[config.mk]
export PLATFORM = sky130hd
export DESIGN_NAME = star_catalog_record_decoder
export DESIGN_NICKNAME = d
export VERILOG_FILES = /design/src/rtl/scrd_pkg.sv /design/src/rtl/scrd_const_div.sv /design/src/rtl/scrd_mag_class.sv /design/src/rtl/star_catalog_record_decoder.sv
export SDC_FILE = /design/constraint.sdc
export NUM_CORES = 1
export LEC_CHECK = 0
export BUFFER_PORTS_ARGS = -buffer_cell sky130_fd_sc_hd__buf_2
export CAP_MARGIN = 20
export CORE_ASPECT_RATIO = 0.8
export CORE_UTILIZATION = 40
export CTS_BUF_LIST = sky130_fd_sc_hd__clkbuf_8
export CTS_CLUSTER_SIZE = 28
export DETAILED_ROUTE_END_ITERATION = 7
export HOLD_SLACK_MARGIN = 0.03
export SYNTH_ARGS = -nofsm -noshare
export SYNTH_HDL_FRONTEND = slang
export SYNTH_SLANG_ARGS = --single-unit
export TNS_END_PERCENT = 5
[constraint.sdc]
create_clock -name clk -period 29.1 [get_ports clk]
set_input_delay 8.73 -clock clk [delete_from_list [all_inputs] [get_ports clk]]
set_output_delay 8.73 -clock clk [all_outputs]
set_load 0.01 [all_outputs]
[src/rtl/scrd_pkg.sv]
// shared widths, constants and types for the star catalog record decoder
`default_nettype none

package scrd_pkg;

    localparam int RA_W      = 27;
    localparam int DEC_W     = 26;
    localparam int MAG_W     = 32;
    localparam int MAGOUT_W  = 9;
    localparam int MAG_ABS_W = 8;
    localparam int LIMIT_W   = 8;

    localparam logic [RA_W-1:0]         RA_FULL    = 27'd129600000;
    localparam logic [DEC_W-1:0]        DEC_SAT_IN = 26'd64800000;
    localparam logic [DEC_W:0]          DEC_OFFSET = 27'd32400000;
    localparam logic signed [DEC_W-1:0] DEC_MAX    = 26'sd32400000;

    // b = m mod 1e6 is found as ((m >> 6) mod 15625) << 6 | m[5:0]
    localparam int B_LOW_W   = 6;
    localparam int B_XW      = 26;
    localparam int B_QW      = 12;
    localparam int B_DIVISOR = 15625;
    localparam int B_SHIFT   = 36;
    localparam int B_W       = 20;

    // b / 1000 and b mod 1000 via (b >> 3) / 125
    localparam int R_LOW_W   = 3;
    localparam int R_XW      = 17;
    localparam int R_QW      = 10;
    localparam int R_DIVISOR = 125;
    localparam int R_SHIFT   = 24;
    localparam int R_W       = 10;

    // flag digit of one: millions quotient in [1000, 2000)
    localparam logic [B_QW-1:0] FLAG_ONE_LO = 12'd1000;
    localparam logic [B_QW-1:0] FLAG_ONE_HI = 12'd2000;

    localparam logic [B_W-1:0]       BLUE_TOP     = 20'd251000;
    localparam logic [R_W-1:0]       RED_TOP      = 10'd251;
    localparam logic [MAG_ABS_W-1:0] MAG_BAD      = 8'd215;
    localparam logic [MAG_ABS_W-1:0] MAG_ZERO     = 8'd214;
    localparam logic [LIMIT_W-1:0]   LIMIT_RESET  = 8'd100;
    localparam logic [LIMIT_W:0]     LIMIT_MARGIN = 9'd5;

    typedef struct packed {
        logic [RA_W-1:0]         ra;
        logic signed [DEC_W-1:0] dec;
    } coord_t;

    typedef struct packed {
        logic [R_LOW_W-1:0] b_low;
        logic               b_zero;
        logic               b_in_band;
        logic               neg;
        coord_t             coord;
    } mag_side_t;

endpackage

`default_nettype wire

[src/rtl/scrd_const_div.sv]
// three-stage divide by a constant: reciprocal multiply, back-multiply, one correction
`default_nettype none

module scrd_const_div #(
    parameter int XW      = 26,
    parameter int QW      = 12,
    parameter int DIVISOR = 15625,
    parameter int SHIFT   = 36,
    parameter int SW      = 1
) (
    input  wire logic                         clk,
    input  wire logic [2:0]                   adv,
    input  wire logic [XW-1:0]                x,
    input  wire logic [SW-1:0]                side_in,
    output logic [QW-1:0]                     q,
    output logic [$clog2(DIVISOR)-1:0]        rem,
    output logic [SW-1:0]                     side_out
);

    localparam int          RW    = $clog2(DIVISOR);
    localparam logic [63:0] KFULL = (64'd1 << SHIFT) / 64'(DIVISOR);
    localparam int          KW    = $clog2(KFULL + 64'd1);
    localparam logic [KW-1:0]    RECIP = KFULL[KW-1:0];
    localparam logic [RW:0]      DIV_R = (RW+1)'(DIVISOR);
    localparam logic [QW+RW-1:0] DIV_M = (QW+RW)'(DIVISOR);

    logic [XW+KW-1:0] prod_reg;
    logic [XW+KW-1:0] prod_next;
    logic [XW-1:0]    x1_reg;
    logic [SW-1:0]    s1_reg;

    logic [QW-1:0]    q_est;
    logic [QW+RW-1:0] back_prod;
    logic [XW-1:0]    diff;
    logic [QW-1:0]    qe_reg;
    logic [RW:0]      rem0_reg;
    logic [RW:0]      rem0_next;
    logic [SW-1:0]    s2_reg;

    logic [QW-1:0]    q_reg;
    logic [QW-1:0]    q_next;
    logic [RW-1:0]    rem_reg;
    logic [RW-1:0]    rem_next;
    logic [SW-1:0]    s3_reg;

    // estimate is exact or one low
    assign prod_next = {{KW{1'b0}}, x} * {{XW{1'b0}}, RECIP};

    always_ff @(posedge clk)
    begin
        if (adv[0])
        begin
            prod_reg <= prod_next;
            x1_reg   <= x;
            s1_reg   <= side_in;
        end
    end

    assign q_est     = prod_reg[SHIFT+QW-1:SHIFT];
    assign back_prod = {{RW{1'b0}}, q_est} * DIV_M;
    assign diff      = x1_reg - XW'(back_prod);
    assign rem0_next = diff[RW:0];

    always_ff @(posedge clk)
    begin
        if (adv[1])
        begin
            qe_reg   <= q_est;
            rem0_reg <= rem0_next;
            s2_reg   <= s1_reg;
        end
    end

    always_comb
    begin
        if (rem0_reg >= DIV_R)
        begin
            q_next   = qe_reg + QW'(1);
            rem_next = RW'(rem0_reg - DIV_R);
        end
        else
        begin
            q_next   = qe_reg;
            rem_next = rem0_reg[RW-1:0];
        end
    end

    always_ff @(posedge clk)
    begin
        if (adv[2])
        begin
            q_reg   <= q_next;
            rem_reg <= rem_next;
            s3_reg  <= s2_reg;
        end
    end

    assign q        = q_reg;
    assign rem      = rem_reg;
    assign side_out = s3_reg;

endmodule

`default_nettype wire

[src/rtl/scrd_mag_class.sv]
// final stage: magnitude band checks, sign, limit compare and output register
`default_nettype none

module scrd_mag_class (
    input  wire logic                                 clk,
    input  wire logic                                 adv,
    input  wire logic [scrd_pkg::R_QW-1:0]            blue_q,
    input  wire logic [scrd_pkg::R_W-1:0]             red_r,
    input  wire scrd_pkg::mag_side_t                  side,
    input  wire logic [scrd_pkg::LIMIT_W-1:0]         limit,
    output logic [scrd_pkg::RA_W-1:0]                 ra_centiarcsec,
    output logic signed [scrd_pkg::DEC_W-1:0]         dec_centiarcsec,
    output logic signed [scrd_pkg::MAGOUT_W-1:0]      blue_mag,
    output logic signed [scrd_pkg::MAGOUT_W-1:0]      red_mag,
    output logic                                      beyond_limit
);

    import scrd_pkg::*;

    logic [MAG_ABS_W-1:0]       blue_abs;
    logic [MAG_ABS_W-1:0]       red_abs;
    logic [MAGOUT_W-1:0]        blue_ext;
    logic [MAGOUT_W-1:0]        red_ext;
    logic [LIMIT_W:0]           stop_level;

    logic [RA_W-1:0]            ra_reg;
    logic signed [DEC_W-1:0]    dec_reg;
    logic [MAGOUT_W-1:0]        blue_reg;
    logic [MAGOUT_W-1:0]        blue_next;
    logic [MAGOUT_W-1:0]        red_reg;
    logic [MAGOUT_W-1:0]        red_next;
    logic                       beyond_reg;
    logic                       beyond_next;

    always_comb
    begin
        if (!side.b_in_band || side.b_zero)
            blue_abs = MAG_BAD;
        else if (blue_q == '0)
            blue_abs = MAG_ZERO;
        else
            blue_abs = blue_q[MAG_ABS_W-1:0];

        if (red_r != '0 && red_r < RED_TOP)
            red_abs = red_r[MAG_ABS_W-1:0];
        else
            red_abs = MAG_BAD;
    end

    assign blue_ext    = {1'b0, blue_abs};
    assign red_ext     = {1'b0, red_abs};
    assign blue_next   = side.neg ? (~blue_ext + MAGOUT_W'(1)) : blue_ext;
    assign red_next    = side.neg ? (~red_ext + MAGOUT_W'(1)) : red_ext;
    assign stop_level  = {1'b0, limit} + LIMIT_MARGIN;
    assign beyond_next = blue_ext > stop_level;

    always_ff @(posedge clk)
    begin
        if (adv)
        begin
            ra_reg     <= side.coord.ra;
            dec_reg    <= side.coord.dec;
            blue_reg   <= blue_next;
            red_reg    <= red_next;
            beyond_reg <= beyond_next;
        end
    end

    assign ra_centiarcsec  = ra_reg;
    assign dec_centiarcsec = dec_reg;
    assign blue_mag        = blue_reg;
    assign red_mag         = red_reg;
    assign beyond_limit    = beyond_reg;

endmodule

`default_nettype wire

[src/rtl/star_catalog_record_decoder.sv]
// star catalog record decoder: eight-stage pipeline from 12-byte record to fields
//
// input request: in_valid/in_ready with ra_word, dec_word, mag_word (one record)
// output request: out_valid/out_ready with ra_centiarcsec, dec_centiarcsec,
//   blue_mag, red_mag, beyond_limit (one result per record, same order)
// config: cfg_wr_en writes cfg_wr_data into the magnitude limit at once
// a taken record passes stage 0, both divider pipelines and the classify
//   stage; out_valid rises once it sits in the output register
// throughput: one record per cycle unless out_ready stalls; two reciprocal
//   multiply dividers (three stages each) sit between saturation and classify
// each stage holds its own valid bit and advances when the next is empty
//   or moving, so bubbles close up and in_ready stays high while any
//   stage is free
// when the receiver stalls, the output register holds its result and the
//   stages behind it fill, then in_ready drops; nothing is lost or repeated
// reset empties every stage and sets the limit to 100 tenths
`default_nettype none

module star_catalog_record_decoder (
    input  wire logic                                 clk,
    input  wire logic                                 rst_n,
    input  wire logic                                 in_valid,
    output logic                                      in_ready,
    input  wire logic [scrd_pkg::RA_W-1:0]            ra_word,
    input  wire logic [scrd_pkg::DEC_W-1:0]           dec_word,
    input  wire logic [scrd_pkg::MAG_W-1:0]           mag_word,
    output logic                                      out_valid,
    input  wire logic                                 out_ready,
    output logic [scrd_pkg::RA_W-1:0]                 ra_centiarcsec,
    output logic signed [scrd_pkg::DEC_W-1:0]         dec_centiarcsec,
    output logic signed [scrd_pkg::MAGOUT_W-1:0]      blue_mag,
    output logic signed [scrd_pkg::MAGOUT_W-1:0]      red_mag,
    output logic                                      beyond_limit,
    input  wire logic                                 cfg_wr_en,
    input  wire logic [scrd_pkg::LIMIT_W-1:0]         cfg_wr_data
);

    import scrd_pkg::*;

    localparam int DEPTH = 8;
    localparam int SW1   = B_LOW_W + $bits(coord_t);
    localparam int SW2   = $bits(mag_side_t);
    localparam int RW1   = $clog2(B_DIVISOR);
    localparam int RW2   = $clog2(R_DIVISOR);

    logic [DEPTH-1:0]   vld_reg;
    logic [DEPTH-1:0]   vld_next;
    logic [DEPTH-1:0]   adv;
    logic [LIMIT_W-1:0] limit_reg;
    logic [LIMIT_W-1:0] limit_next;

    // stage 0: absolute value and coordinate saturation
    logic [MAG_W-1:0]   abs_next;
    logic [RA_W-1:0]    ra_next;
    logic [DEC_W:0]     dec_diff;
    logic [DEC_W-1:0]   dec_next;
    logic [MAG_W-1:0]   abs_reg;
    coord_t             coord_reg;

    logic [SW1-1:0]     side1_in;
    logic [SW1-1:0]     side1_out;
    logic [B_QW-1:0]    q1;
    logic [RW1-1:0]     rem1;
    logic [B_W-1:0]     b_val;
    coord_t             coord1;

    mag_side_t          side2_in;
    logic [SW2-1:0]     side2_out;
    logic [R_QW-1:0]    q2;
    logic [RW2-1:0]     rem2;
    mag_side_t          side2;
    logic [R_W-1:0]     red_r;

    always_comb
    begin
        adv[DEPTH-1] = !vld_reg[DEPTH-1] || out_ready;
        for (int k = DEPTH - 2; k >= 0; k--)
            adv[k] = !vld_reg[k] || adv[k+1];
    end

    always_comb
    begin
        vld_next[0] = adv[0] ? in_valid : vld_reg[0];
        for (int k = 1; k < DEPTH; k++)
            vld_next[k] = adv[k] ? vld_reg[k-1] : vld_reg[k];
    end

    assign limit_next = cfg_wr_en ? cfg_wr_data : limit_reg;

    always_ff @(posedge clk or negedge rst_n)
    begin
        if (!rst_n)
        begin
            vld_reg   <= '0;
            limit_reg <= LIMIT_RESET;
        end
        else
        begin
            vld_reg   <= vld_next;
            limit_reg <= limit_next;
        end
    end

    assign in_ready  = adv[0];
    assign out_valid = vld_reg[DEPTH-1];

    // 0x80000000 negates to itself, read as 2^31
    assign abs_next = mag_word[MAG_W-1] ? (~mag_word + MAG_W'(1)) : mag_word;
    assign ra_next  = (ra_word > RA_FULL) ? RA_FULL : ra_word;
    assign dec_diff = {1'b0, dec_word} - DEC_OFFSET;
    assign dec_next = (dec_word > DEC_SAT_IN) ? DEC_MAX : dec_diff[DEC_W-1:0];

    always_ff @(posedge clk)
    begin
        if (adv[0])
        begin
            abs_reg         <= abs_next;
            coord_reg.ra    <= ra_next;
            coord_reg.dec   <= dec_next;
        end
    end

    // stages 1-3: millions quotient and remainder
    assign side1_in = {abs_reg[B_LOW_W-1:0], coord_reg};

    scrd_const_div #(
        .XW      (B_XW),
        .QW      (B_QW),
        .DIVISOR (B_DIVISOR),
        .SHIFT   (B_SHIFT),
        .SW      (SW1)
    ) u_div_million (
        .clk      (clk),
        .adv      (adv[3:1]),
        .x        (abs_reg[MAG_W-1:B_LOW_W]),
        .side_in  (side1_in),
        .q        (q1),
        .rem      (rem1),
        .side_out (side1_out)
    );

    assign coord1 = side1_out[$bits(coord_t)-1:0];
    assign b_val  = {rem1, side1_out[SW1-1:$bits(coord_t)]};

    always_comb
    begin
        side2_in.b_low     = b_val[R_LOW_W-1:0];
        side2_in.b_zero    = (b_val == '0);
        side2_in.b_in_band = (b_val <= BLUE_TOP);
        side2_in.neg       = (q1 >= FLAG_ONE_LO) && (q1 < FLAG_ONE_HI);
        side2_in.coord     = coord1;
    end

    // stages 4-6: thousands quotient and remainder
    scrd_const_div #(
        .XW      (R_XW),
        .QW      (R_QW),
        .DIVISOR (R_DIVISOR),
        .SHIFT   (R_SHIFT),
        .SW      (SW2)
    ) u_div_thousand (
        .clk      (clk),
        .adv      (adv[6:4]),
        .x        (b_val[B_W-1:R_LOW_W]),
        .side_in  (side2_in),
        .q        (q2),
        .rem      (rem2),
        .side_out (side2_out)
    );

    assign side2 = side2_out;
    assign red_r = {rem2, side2.b_low};

    // stage 7: classify and output register
    scrd_mag_class u_mag_class (
        .clk             (clk),
        .adv             (adv[7]),
        .blue_q          (q2),
        .red_r           (red_r),
        .side            (side2),
        .limit           (limit_reg),
        .ra_centiarcsec  (ra_centiarcsec),
        .dec_centiarcsec (dec_centiarcsec),
        .blue_mag        (blue_mag),
        .red_mag         (red_mag),
        .beyond_limit    (beyond_limit)
    );

`ifndef NO_ASSERTIONS
    // a draining output frees the whole pipe
    assert property (@(posedge clk) disable iff (!rst_n)
        out_ready |-> in_ready)
        else $error("in_ready low while output drains");

    // taken request shows up in stage 0
    assert property (@(posedge clk) disable iff (!rst_n)
        in_valid && in_ready |=> vld_reg[0])
        else $error("accepted request lost at stage 0");

    // blue reaches 251 at the top of the band
    assert property (@(posedge clk) disable iff (!rst_n)
        out_valid |-> blue_mag != '0 && blue_mag <= 9'sd251 && blue_mag >= -9'sd251)
        else $error("blue magnitude out of band");

    assert property (@(posedge clk) disable iff (!rst_n)
        out_valid |-> red_mag != '0 && red_mag <= 9'sd250 && red_mag >= -9'sd250)
        else $error("red magnitude out of band");

    assert property (@(posedge clk) disable iff (!rst_n)
        out_valid |-> ra_centiarcsec <= RA_FULL
            && dec_centiarcsec <= DEC_MAX && dec_centiarcsec >= -DEC_MAX)
        else $error("coordinate not saturated");
`endif

endmodule

`default_nettype wire
* Yosys cells after proc, flatten, opt, wreduce, memory -nomap -nowiden *
Cells that the tools add are included.

storage, ports and cells
  register bits after elaboration = 719
  bits of input ports = 98
  logic and storage cells = 98

cells by class
  add/subtract/negate cells = 11
  multiply operators = 4
  magnitude comparators = 9
  multiplexer cells = 10
  bitwise gates (word level) = 3
  reduce and logical (&&, ||, !) cells = 23

operator list
  kind                      number
  $mul A26 B22 Y47 const B  1
  $mux W8                   5
  $mul A17 B18 Y34 const B  1
  $add A32 B1 Y32 const B   1
  $not A32 Y32              1
  $mux W31                  1
  $gt A27 B27 Y1 const B    1
  $gt A26 B26 Y1 const B    1
  $sub A26 B25 Y26 const B  1
  $le A20 B18 Y1 const B    1
  $logic_not A20 Y1         1
  $add A9 B1 Y9 const B     2
  $not A8 Y9                2
  $ge A15 B14 Y1 const B    1
  $mul A12 B14 Y15 const B  1
  $sub A15 B15 Y15          1
  $mux W14                  1
  $sub A14 B14 Y14 const B  1
  $add A12 B1 Y12 const B   1
  $ge A12 B10 Y1 const B    1
  $lt A12 B11 Y1 const B    1
  $mux W12                  1
  $add A10 B1 Y10 const B   1
  $logic_not A10 Y1         1
  other kinds (13)          30

* Depth between registers and ports, before layout *
  word-level depth = 9
  gate-level depth with buffers = 24
  depth with buffers taken out = 24

* By module *
Synthesis repeated with hierarchy kept, for this count alone.

unflattened totals
  cell total of the unflattened synthesis = 2,984
  area, all modules = 40,109.7 um2

modules (own cells, without submodules)
  module                           times used  cells each  area an instance (um2)
  scrd_const_div (u_div_million)   1           1,634       20,571.0
  scrd_const_div (u_div_thousand)  1           762         11,647.4
  star_catalog_record_decoder      1           384         4,832.1
  scrd_mag_class                   1           204         3,059.2

* Worst setup path before layout *
Ideal clock, no wire load.

  path kind = input port to output port
  start point = input port out_ready
  end point = output port in_ready
  arrival time = 13,747 ps
  required time = 20,370 ps
  setup slack = 6,623 ps
  stages on the path = 6
  path through = nor2b_1 and2_1 and3_1 nand3_1 inv_1 nand3_1

between the ends
  longest elaborated chain between the ends = 8

RTL lines
  what                              RTL line                           RTL
  start: declaration                star_catalog_record_decoder.sv:28  input wire logic out_ready,
  $logic_or A1 B1 Y1                star_catalog_record_decoder.sv:76  adv[DEPTH-1] = !vld_reg[DEPTH-1] || out_ready;
  $logic_or A1 B1 Y1 (5 in series)  star_catalog_record_decoder.sv:78  adv[k] = !vld_reg[k] || adv[k+1];
  net adv[2]                        star_catalog_record_decoder.sv:48  logic [DEPTH-1:0] adv;
  $logic_or A1 B1 Y1 (2 in series)  star_catalog_record_decoder.sv:78
  end: declaration                  star_catalog_record_decoder.sv:23  output logic in_ready,

The timed path passes the listed nets, and every way through them passes these cells.

* Worst setup path after layout *
Ends and elaborated chain as after synthesis.

==> impl_metrics.ini <==
[clocking]
cts-htree-levels = 3
post_cts_buffers = 0
path_clk_slew_ns = 0.07
clockBufferDepth = 3
numCtsBuffers = 95
cts_resized = 0
cts_tree = yes
root_buffer = clkbuf_8
cts.sinks = 657
cts_hold_buf = 0
worst_skew_pair.late_latency_ns = 0.74

[floorplanning]
pin_count = 172
die_x_um = 352
rows = 102
start_util_pct = 40.4
die_h_um = 282
die-area_um2 = 99100
core_area_um2 = 96900

[grt]
grt_overflow_total = 0
grt_pass1_vias = 21300
grt_max_degree = 71
grt_first_pass_wirelength_mm = 119
grt_usage_pct = 15.6
grt_antenna_before_repair = 5

[logic_synthesis]
synth_edf_count = 641
synth_nets = 3718
ys_types = 67
synth_seq_area_share_pct = 50.2
postSynthCellCount = 2870
syn_area_um2 = 39100
yosys_most_used_dff = edfxtp_1
avgSynthCellArea_um2 = 13.6
ys_ff_latch = 657
yosys_warnings = 0
async_flop_share_pct = 2.44

[critical_path]
start_kind = input pin
cp.arrival_ns = 10.91
required_ns = 20.37
rrSetupSlack_ns = 21.32
cp_max_fo = 29
end_kind = output port
worst-setup-path-type = in -> out

[sta]
setup_tns_ns = 0
hold_violations = 0
fin_crit_sh_pct = 67.5
finalSetupViolations = 0
fmax_ghz = 0.0509
slew_headroom_pct = 36.1
worst_pin_slew_ns = 0.959
holdWs_ns = 0.389
rsz0062_at_grt = false
skew_ns = 0.0580
layout_min_cycle_time_ns = 19.64
drv_slew = 0

[cells_and_area]
drive_above_1_share_pct = 10.8
final_nets = 3984
final_cell_mix = 641 x edfxtp_1, 558 x inv_1, 468 x ha_1
final_common_cell = edfxtp_1
syn2layout_area_growth_pct = 11.4
finalNonFillerCells = 4516

[detailed_routing]
first_pass_iters = 5
wl_per_cell_um = 16.8
routed_wl_mm = 75.9
ant_nets = 0
via_per_inst = 4.66
detail_route.iter0.violations = 1098
drc_errors = 0
vias = 21100

[min_path]
hp-class = reg -> reg

[outcome]
outcome = finished clean

[flow_run]
cap_violations = 0

[placement]
dp.cells = 4339
dp_hpwl_mm = 58.3
port_buffers = 171
routabilityCongestion = 0.864
## metal layers
layer | global-route usage (%) | routed length (um)
met4 | 3.73 | 1240
met2 | 24.5 | 34500
met3 | 3.25 | 3500
met5 | 0 | 0
met1 | 22.1 | 36700
## synth_stat cells, types with 4 or more instances
cell        n  area share [%]
a21oi_1    63            0.81
edfxtp_1  641              49
nor2_1     86            0.82
a21o_1     40            0.77
nor2b_1    32            0.51
o211ai_1    5           0.096
or4_1       6            0.12
mux2_2      9            0.26
a21boi_0    5           0.096
nor3_1     33            0.42
and2_1     15            0.24
o21ai_0    69            0.88
nand3b_1    4           0.077
nand2b_1   22            0.35
fa_1      282              14
o31ai_1    14            0.27
nand2_1   101            0.97
inv_1     522             5.0
dfrtp_1    13            0.83
and4_1      5            0.11
a22oi_1    15            0.29
a211oi_1    8            0.15
xor2_1     75             1.7
or2_2      15            0.24
a31oi_1     7            0.11
nor3b_1     4           0.077
nor4_1     10            0.16
and3_1     13            0.21
xnor2_1   133             3.0
o21a_1     13            0.25
nand3_1    31            0.40
ha_1      468              15
o21bai_1    4           0.077
o41ai_1     7            0.16
or3_1       9            0.14
nand4_1    24            0.38
clkbuf_1   18            0.17
nor4b_1     5            0.11
## layout make-up
type | count | area, um^2
clock inverters | 73 | 484
repair buffers | 188 | 983
diodes | 4 | 10.0
inverters | 522 | 1960
multi-input cells | 1672 | 17500
clock buffers | 100 | 1380
flip-flops and latches | 657 | 19700
well taps | 1300 | 1630
fillers | 8782 | 53300
## cells by family (layout without fill, tap and decap cells)
family / Yosys count / after routing / synth area share [%]
fa+ha+maj: 750 / 750 / 29.4
flops: 657 / 657 / 50.2
buf+inv: 541 / 883 / 5.19
simple gates: 421 / 421 / 5.52
compound gates: 283 / 283 / 4.74
xor+xnor: 208 / 208 / 4.66
mux: 10 / 10 / 0.285
other cells: 0 / 4 / 0
## stage by stage
step | util [%] | instance area (um^2) | setup slack [ns]
finish | 45.0 | 43600 | 9.46
global route | 45.0 | 43600 | 9.25
CTS | 45.0 | 43600 | 9.45
detailed placement | 43.1 | 41700 | 9.47
global placement | 43.1 | 41700 | 9.46
floorplan | - | 39100 | 6.62
## worst max-delay path, cell delays in order
cell	delay, ns
buf_2	0.10
nor2b_1	0.18
and2_1	0.26
and3_1	0.36
nand3_4	0.32
inv_1	0.26
nand3_4	0.40
buf_2	0.30
## final timing paths
path | start | endpoint | cells after the start
max in group asynchronous | rst_n | vld_reg[0]$_DFFE_PN0P_ | 1
min reg2reg | u_div_million.s1_reg[49]$_DFFE_PP_ | u_div_million.s2_reg[49]$_DFFE_PP_ | 0
max reg2reg | abs_reg[25]$_DFFE_PP_ | u_div_million.prod_reg[46]$_DFFE_PP_ | 22
min | u_div_million.s1_reg[49]$_DFFE_PP_ | u_div_million.s2_reg[49]$_DFFE_PP_ | 0
max | out_ready | in_ready | 8
min in group asynchronous | rst_n | vld_reg[7]$_DFFE_PN0P_ | 1
Power is left out: the tool's default activity adds up to more than one toggle a clock period on the data nets, which glitch-free logic cannot reach.
